## src/sv/bsd_pkg.sv

```systemverilog
package bsd_pkg;

    localparam int DEPTH  = 64;
    localparam int ADDR_W = (DEPTH > 1) ? $clog2(DEPTH) : 1;
    localparam int CNT_W  = $clog2(DEPTH + 1);
    localparam int CAP_W  = 7;
    localparam int DATA_W = 32;

    localparam logic [CNT_W-1:0] DEPTH_CNT = CNT_W'(DEPTH);

    typedef enum logic [1:0] {
        KIND_PUSH    = 2'd0,
        KIND_POP     = 2'd1,
        KIND_DUMP_TB = 2'd2,
        KIND_DUMP_BT = 2'd3
    } kind_t;

    typedef enum logic [1:0] {
        ST_ENTRY = 2'd0,
        ST_FULL  = 2'd1,
        ST_EMPTY = 2'd2
    } status_t;

    typedef enum logic [2:0] {
        S_IDLE = 3'b001,
        S_READ = 3'b010,
        S_OUT  = 3'b100
    } state_t;

endpackage

```

## src/sv/bounded_stack_with_dump.sv

```systemverilog
// push and pop complete in the single cycle they are accepted, with no result on success
// an error gives one result, presented the cycle after the input transfer
// a dump streams each entry by a memory read, then the output register, while input stalls
// a dump of n entries holds the input off until the output has taken all n entries
// asynchronous active-low reset empties the stack and sets capacity to 64; entries are not cleared
module bounded_stack_with_dump
(
    input  logic                             clk,
    input  logic                             rst_n,
    input  logic                             in_valid,
    output logic                             in_ready,
    input  logic [1:0]                       kind,
    input  logic signed [bsd_pkg::DATA_W-1:0] value,
    output logic                             out_valid,
    input  logic                             out_ready,
    output logic [1:0]                       status,
    output logic signed [bsd_pkg::DATA_W-1:0] data,
    output logic                             last,
    input  logic                             cfg_valid,
    output logic                             cfg_ready,
    input  logic [bsd_pkg::CAP_W-1:0]        cfg_data
);

    bsd_pkg::state_t                 state_reg, state_next;
    logic [bsd_pkg::CNT_W-1:0]       fill_reg, fill_next;
    logic [bsd_pkg::CAP_W-1:0]       cap_reg;
    logic [bsd_pkg::ADDR_W-1:0]      addr_reg, addr_next;
    logic                            dir_reg, dir_next;
    bsd_pkg::status_t                status_reg, status_next;
    logic                            last_reg, last_next;
    logic [bsd_pkg::DATA_W-1:0]      rd_data_reg;
    logic [bsd_pkg::DATA_W-1:0]      entry_mem [bsd_pkg::DEPTH];

    logic [bsd_pkg::CNT_W-1:0]       limit;
    logic [bsd_pkg::CNT_W-1:0]       fill_dec;
    logic                            wr_en;
    logic                            rd_en;
    logic                            in_xfer;

    assign in_xfer   = in_valid && in_ready;
    assign in_ready  = (state_reg == bsd_pkg::S_IDLE);
    assign out_valid = (state_reg == bsd_pkg::S_OUT);
    assign cfg_ready = 1'b1;
    assign status    = status_reg;
    assign last      = last_reg;
    assign data      = (status_reg == bsd_pkg::ST_ENTRY) ? rd_data_reg : '0;
    assign fill_dec  = fill_reg - bsd_pkg::CNT_W'(1);

    always_comb
    begin
        if ({1'b0, cap_reg} < {{(bsd_pkg::CAP_W + 1 - bsd_pkg::CNT_W){1'b0}}, bsd_pkg::DEPTH_CNT})
        begin
            limit = bsd_pkg::CNT_W'(cap_reg);
        end
        else
        begin
            limit = bsd_pkg::DEPTH_CNT;
        end
    end

    always_comb
    begin
        state_next  = state_reg;
        fill_next   = fill_reg;
        addr_next   = addr_reg;
        dir_next    = dir_reg;
        status_next = status_reg;
        last_next   = last_reg;
        wr_en       = 1'b0;
        rd_en       = 1'b0;
        case (state_reg)
            bsd_pkg::S_IDLE:
            begin
                if (in_xfer)
                begin
                    if (kind == bsd_pkg::KIND_PUSH)
                    begin
                        if (fill_reg < limit)
                        begin
                            wr_en     = 1'b1;
                            fill_next = fill_reg + bsd_pkg::CNT_W'(1);
                        end
                        else
                        begin
                            status_next = bsd_pkg::ST_FULL;
                            last_next   = 1'b1;
                            state_next  = bsd_pkg::S_OUT;
                        end
                    end
                    else if (fill_reg == '0)
                    begin
                        status_next = bsd_pkg::ST_EMPTY;
                        last_next   = 1'b1;
                        state_next  = bsd_pkg::S_OUT;
                    end
                    else if (kind == bsd_pkg::KIND_POP)
                    begin
                        fill_next = fill_dec;
                    end
                    else
                    begin
                        // top to bottom walks down from the newest entry
                        dir_next   = (kind == bsd_pkg::KIND_DUMP_TB);
                        addr_next  = (kind == bsd_pkg::KIND_DUMP_TB) ?
                                     fill_dec[bsd_pkg::ADDR_W-1:0] : '0;
                        state_next = bsd_pkg::S_READ;
                    end
                end
            end
            bsd_pkg::S_READ:
            begin
                rd_en       = 1'b1;
                status_next = bsd_pkg::ST_ENTRY;
                last_next   = dir_reg ? (addr_reg == '0) :
                              (addr_reg == fill_dec[bsd_pkg::ADDR_W-1:0]);
                state_next  = bsd_pkg::S_OUT;
            end
            bsd_pkg::S_OUT:
            begin
                if (out_ready)
                begin
                    if (last_reg)
                    begin
                        state_next = bsd_pkg::S_IDLE;
                    end
                    else
                    begin
                        addr_next  = dir_reg ? (addr_reg - bsd_pkg::ADDR_W'(1)) :
                                     (addr_reg + bsd_pkg::ADDR_W'(1));
                        state_next = bsd_pkg::S_READ;
                    end
                end
            end
            default:
            begin
                state_next = bsd_pkg::S_IDLE;
            end
        endcase
    end

    always_ff @(posedge clk or negedge rst_n)
    begin
        if (!rst_n)
        begin
            state_reg  <= bsd_pkg::S_IDLE;
            fill_reg   <= '0;
            cap_reg    <= bsd_pkg::CAP_W'(64);
            last_reg   <= 1'b0;
            status_reg <= bsd_pkg::ST_ENTRY;
        end
        else
        begin
            state_reg  <= state_next;
            fill_reg   <= fill_next;
            last_reg   <= last_next;
            status_reg <= status_next;
            if (cfg_valid && cfg_ready)
            begin
                cap_reg <= cfg_data;
            end
        end
    end

    always_ff @(posedge clk)
    begin
        addr_reg <= addr_next;
        dir_reg  <= dir_next;
    end

    // stack memory, one write and one registered read port
    always_ff @(posedge clk)
    begin
        if (wr_en)
        begin
            entry_mem[fill_reg[bsd_pkg::ADDR_W-1:0]] <= value;
        end
    end

    always_ff @(posedge clk)
    begin
        if (rd_en)
        begin
            rd_data_reg <= entry_mem[addr_reg];
        end
    end

`ifndef SYNTHESIS
    a_fill_bound: assert property (@(posedge clk) disable iff (!rst_n)
        fill_reg <= bsd_pkg::DEPTH_CNT)
        else $error("fill count above depth");

    a_push_grows: assert property (@(posedge clk) disable iff (!rst_n)
        in_xfer && (kind == bsd_pkg::KIND_PUSH) && (fill_reg < limit)
        |=> fill_reg == $past(fill_reg) + bsd_pkg::CNT_W'(1))
        else $error("accepted push did not grow the stack");

    a_dump_continues: assert property (@(posedge clk) disable iff (!rst_n)
        out_valid && out_ready && !last_reg |=> !in_ready && !out_valid)
        else $error("dump ended before last entry");

    a_error_single: assert property (@(posedge clk) disable iff (!rst_n)
        out_valid && (status_reg != bsd_pkg::ST_ENTRY) |-> last_reg && (data == '0))
        else $error("error result not final or data nonzero");

    a_dump_holds_fill: assert property (@(posedge clk) disable iff (!rst_n)
        !in_ready |=> $stable(fill_reg))
        else $error("fill count changed during output");
`endif

endmodule
```

## config.mk

```make
export PLATFORM = sky130hd
export DESIGN_NAME = bounded_stack_with_dump
export DESIGN_NICKNAME = d
export VERILOG_FILES = /design/src/sv/bsd_pkg.sv /design/src/sv/bounded_stack_with_dump.sv
export SDC_FILE = /design/constraint.sdc
export NUM_CORES = 2
export LEC_CHECK = 0
export BUFFER_PORTS_ARGS = -buffer_cell sky130_fd_sc_hd__buf_2
export CAP_MARGIN = 10
export CORE_MARGIN = 5
export CORE_UTILIZATION = 40
export DETAILED_ROUTE_END_ITERATION = 12
export PLACE_DENSITY = 0.51
export SLEW_MARGIN = 0
export SYNTH_ARGS = -nofsm -noshare
export SYNTH_HDL_FRONTEND = slang
export SYNTH_SLANG_ARGS = --single-unit
```

## constraint.sdc

```tcl
create_clock -name clk -period 17.44 [get_ports clk]
set_input_delay 0.872 -clock clk [delete_from_list [all_inputs] [get_ports clk]]
set_output_delay 0.872 -clock clk [all_outputs]
set_load 0.005 [all_outputs]
```

Yosys cells after proc, flatten, opt, wreduce, memory -nomap -nowiden --
Memory sizes are Yosys's and may differ from the RTL's. A register that Yosys moved wholly into a read port is not among the register bits. Cells that the tools add are included. W data, S select, Z words.
Storage, ports and cells: register bits 27, latch bits 0, memory bits (writable) 2048, bits in read-only memories 0, input port bits 46, output and inout port bits 38, word-level logic and storage cells 88, memories 1
Operators by class: add/sub/neg operators 4, multiply operators 0, div/mod/pow operators 0, order comparisons 2, equality and inequality tests 17, shift-type cells 0, muxes and demuxes 41, bitwise logic cells 3, reduce and logical (&&, ||, !) cells 13
Memories:
- entry_mem | depth 64, width 32, read ports 1, clocked after Yosys merged registers in 1, wr ports 1, line bounded_stack_with_dump.sv:32 | logic [bsd_pkg::DATA_W-1:0] entry_mem [bsd_pkg::DEPTH];
Operators with widths (number):
- $mux W6 | 8
- $mux W7 | 5
- $mux W32 | 1
- $mux W3 | 6
- $mux W1 | 12
- $pmux W6 S2 | 1
- $mux W2 | 5
- $ne A2 B2 Y1 const B | 5
- $reduce_and A5 Y1 | 2
- $pmux W3 S3 | 1
- $reduce_and A4 Y1 | 2
- $add A7 B1 Y7 const B | 1
- $logic_not A7 Y1 | 1
- $lt A7 B7 Y1 | 1
- $lt A7 B7 Y1 const B | 1
- $reduce_and A7 Y1 | 1
- $sub A7 B1 Y7 const B | 1
- $add A6 B1 Y6 const B | 1
- $eq A6 B6 Y1 | 1
- $logic_not A6 Y1 | 1
- $ne A2 B1 Y1 const B | 3
- $reduce_bool A2 Y1 | 3
- $sub A6 B1 Y6 const B | 1
- $logic_not A2 Y1 | 2
- other kinds (12) | 14

Depth between registers and ports, before layout --
word-level depth 9, gate-level depth with buffers 11, depth with buffers taken out 9

Least setup slack after synthesis --
No wires, ideal clock.
path type flip-flop to flip-flop, start point register cap_reg[6] (netlist name), end point memory entry_mem[39][0] (netlist name) (enable), library setup time 501 ps, arrival 5055 ps, required time 16939 ps, setup slack 11884 ps, stages on the path, launching flop included 11, path buffers 2, period minus slack after synthesis 5556 ps, cell sequence dfstp_2 > inv_1 > nand2_1 > ha_1 > a21o_1 > a21o_1 > a211oi_2 > nand3_2 > buf_6 > clkbuf_1 > nor4_1
Between the ends: word-level cells in the longest chain between the ends 9
RTL lines:
- start: declaration | line bounded_stack_with_dump.sv:26 | logic [bsd_pkg::CAP_W-1:0] cap_reg;
- start signal: assignment | line bounded_stack_with_dump.sv:147 | cap_reg <= bsd_pkg::CAP_W'(64);
- start signal: assignment | line bounded_stack_with_dump.sv:159 | cap_reg <= cfg_data;
- $lt A7 B7 Y1 | line bounded_stack_with_dump.sv:51 | if ({1'b0, cap_reg} < {{(bsd_pkg::CAP_W + 1 - bsd_pkg::CNT_W){1'b0}}, bsd_pkg::DEPTH_CNT})
- $mux W7 (*) | line bounded_stack_with_dump.sv:51
- $lt A7 B7 Y1 (*) | line bounded_stack_with_dump.sv:78 | if (fill_reg < limit)
- $mux W1 (*) | line bounded_stack_with_dump.sv:78
- $mux W1 (*) | line bounded_stack_with_dump.sv:76 | if (kind == bsd_pkg::KIND_PUSH)
- $mux W1 (*) | line bounded_stack_with_dump.sv:74 | if (in_xfer)
- $mux W1 (*) | line bounded_stack_with_dump.sv:71 | case (state_reg)
- $mux W1 (*) | line bounded_stack_with_dump.sv:173 | if (wr_en)
- $mux W1 (implied by the code) (*) | line bounded_stack_with_dump.sv:175 | entry_mem[fill_reg[bsd_pkg::ADDR_W-1:0]] <= value;
- end: declaration | line bounded_stack_with_dump.sv:32
Every way passes the cells marked *; elsewhere a longest branch is shown, timed or not.

==> run_results.csv <==
group,metric,value,unit
place,dpl-instance-area,86180,um2
outcome,outcome,"complete, no violations",
cells_and_area,utilization,0.4545,
floorplanning,dieArea,214600,um2
drt,post_drt_wl_per_cell,32.80,um
worst_hold_path,hold_path.class,"in2reg",
place,hpwl,119.9,mm
power_and_ir_drop,power.density,139.9,nW/um2
timing,fmax,177.7,MHz
power_and_ir_drop,power,13.01,mW
setup_path,cp_slowest_cell,"buf_4",
timing,fin_ws,11.81,ns
setup_path,max_stage_delay,0.82,ns
setup_path,crit_buf_inv,5,
drt,first_pass_iters,5,
setup_path,path_class,"reg2reg",
timing,setup_tns,0,ns
clock_network,cts_tree,"yes",
synth,yosysMostFrequentCell,"edfxtp_1",
synth,syn-cell-area,82180,um2
synth,synth-edff-count,2087,
timing,fin_hold_ws,0.2530,ns
setup_path,crit_cells,11,
timing,finalCriticalPeriod,5.627,ns
place,dp.cells,6525,
floorplanning,fp.dieW,463.3,um
synth,syn-instance-count,3833,
worst_hold_path,worstHoldEndpoint,"cap_reg[5]$_DFFE_PN0P_",
synth,synth_cell_type_count,71,
drt,wl,227.6,mm
floorplanning,coreArea,204600,um2
synth,synth_top_area_share,0.7626,
cells_and_area,drive_above_1_share,0.2642,
setup_path,crit_chain,"buf_4 > buf_4 > buf_12 > buf_4 > buf_4 > mux4_2 > nor2b_1 > a211oi_1 > a31oi_1 > a21oi_1 > nor2_1",
cells_and_area,stdcell_count,6938,
global_routing,grt_first_pass_wirelength,319.9,mm
power_and_ir_drop,vdd_ir_drop_max,0.0001519,V
timing,relSlewSlack,0.2694,
clock_network,clock_sinks,2107,
timing,tightestPinTransition,1.094,ns
clock_network,cts_htree_levels,4,
timing,finalSetupViolations,0,
global_routing,first_global_vias,41129,
synth,syn_area_per_cell,21.44,um2
place,place.port_buffers,82,
setup_path,crit_fanout,88,
clock_network,insertion_delay,0.85,ns
setup_path,critPathLaunch,"addr_reg[0]$_DFFE_PP_",
timing,hold_violations,0,
synth,yosysWarnings,0,
timing,timing.final.crit_share,0.3227,
synth,synthFlopType,"edfxtp_1",
cells_and_area,design_area,92990,um2
timing,rsz0062_at_grt,"no",
drt,remaining_drc_errors,0,
setup_path,r2r_slack,11.81,ns
setup_path,cp_common_cell,"buf_4",
synth,yosys-top-cells-area,"edfxtp_1 (76%), mux4_2 (13%), mux2i_1 (2.2%)",
drt,viasPerCell,5.702,
cells_and_area,num-nets-final,4120,
setup_path,crit_required,17.99,ns
worst_hold_path,hp-start,"cfg_data[5]",
timing,drv_slew,0,
floorplanning,die_y,463.3,um
global_routing,grt_start_max_net_pins,123,
setup_path,start_kind,"flop",
floorplanning,io_pins,84,
setup_path,rr_worst_depth,11,
place,gp_congestion,0.7850,
cells_and_area,syn_to_final_growth,13.15,%
cells_and_area,largest_register_ffs,2048,
place,pre_cts_ws,11.58,ns
setup_path,rr_endpoint,"rd_data_reg[3]$_DFFE_PN_",
setup_path,end_kind,"flop",
drt,vias,39562,
drt,first_iter_violations,4213,
setup_path,cp_top_family,"buffers and inverters",
synth,syn_nets,3893,
worst_hold_path,holdPathStages,2,
setup_path,r2r_start,"addr_reg[0]$_DFFE_PP_",
synth,synthArstFlopShare,0.009492,
global_routing,antenna_found_initial,13,
power_and_ir_drop,power.leakage,29.14,nW
timing,fin_skew,0.03192,ns
clock_network,cts_root_buffer,"clkbuf_16",
flow_run,drv_cap,0,
global_routing,grt_overflow,0,
clock_network,clockBufferDepth,3,
synth,ys_seq_elements,2107,
floorplanning,row_count,166,
clock_network,cts_buffers,220,
drt,drtAntennaViolNets,0,
clock_network,path_clk_slew,0.06,ns
synth,synth_commonest_cells,"edfxtp_1 (2087), mux4_2 (468), mux2i_1 (179)",
floorplanning,initial_utilization,0.4017,
synth,yosysSeqAreaShare,0.7687,
setup_path,arrival,6.18,ns
global_routing,track_usage,0.2105,
synth,yosysTopAreaCell,"edfxtp_1",
[layer usage]
| layer | GRT usage | part of all wire |
|---|---|---|
| met4 | 0.05863 | 0.028 |
| met2 | 0.3411 | 0.48 |
| met1 | 0.2957 | 0.43 |
| met3 | 0.03703 | 0.058 |
| met5 | 0 | 0.000053 |
[kinds of logic after synthesis]
group	after synthesis	synth area share
AOI/OAI and AO/OA	343	0.02867
xor gates and xnor gates	21	0.002238
adders and majority gates	14	0.002223
buffers and inverters	241	0.01740
DFF	2107	0.7687
muxes	692	0.1568
other	1	0.00004563
and+or+nand+nor	414	0.02396
[worst max-delay path by stage]
stage                     slack (ns)                          to
after floorplan                11.88  entry_mem[39][0]$_DFFE_PP_
after global placement         11.63   rd_data_reg[25]$_DFFE_PN_
after detailed placement       11.58    rd_data_reg[3]$_DFFE_PN_
after CTS                      11.56   rd_data_reg[19]$_DFFE_PN_
after global routing           11.20    rd_data_reg[3]$_DFFE_PN_
final                          11.81    rd_data_reg[3]$_DFFE_PN_
[cell usage in the layout (no fill, tap or decap), types with 19 or more instances in the layout]
cell type and n:
a31oi_1 31, nor3_2 41, edfxtp_1 2087, mux2_2 42
buf_4 140, nand2_1 165, a21oi_1 78, a211oi_1 47
buf_2 82, clkbuf_1 52, clkinv_1 58, and2_1 43
nor2_4 22, nand3_1 19, nor2_1 43, mux4_2 468
nor2b_1 35, a22oi_1 35, clkinv_2 41, clkbuf_16 224
o21ai_0 30, mux2i_1 179, o22ai_1 24
[where the power goes]
part / leakage (nW) / switching, mW / internal, mW / total (mW)
logic: 6.83 / 1.80 / 1.07 / 2.88
clock network: 3.32 / 1.93 / 2.51 / 4.44
registers: 19.0 / 0.0460 / 5.64 / 5.69
[worst register-to-register path, stage by stage (launching register included)]
cell and delay (ns):
edfxtp_1 0.40, buf_4 0.48, buf_4 0.77, buf_12 0.69
buf_4 0.74, buf_4 0.89, mux4_2 0.63, nor2b_1 0.14
a211oi_1 0.24, a31oi_1 0.10, a21oi_1 0.20, nor2_1 0.07
[timing repair]
item	4_1_cts	5_1_grt
endpoints found under the setup margin	0	0
buffers inserted	0	0
gates resized for setup	0	0
hold buffers	1	0
endpoints found under the hold margin	18	0
[cell type report]
type	instances	area, um2
fill	17152	111600
sequential	2107	63170
multi-input combinational	1485	17980
clock buffer	276	5801
tap	2688	3363
timing repair buffer	230	1612
clock inverter	125	975.9
inverter	16	61.31
antenna	11	27.53
Power figures use the tool's default switching activity.
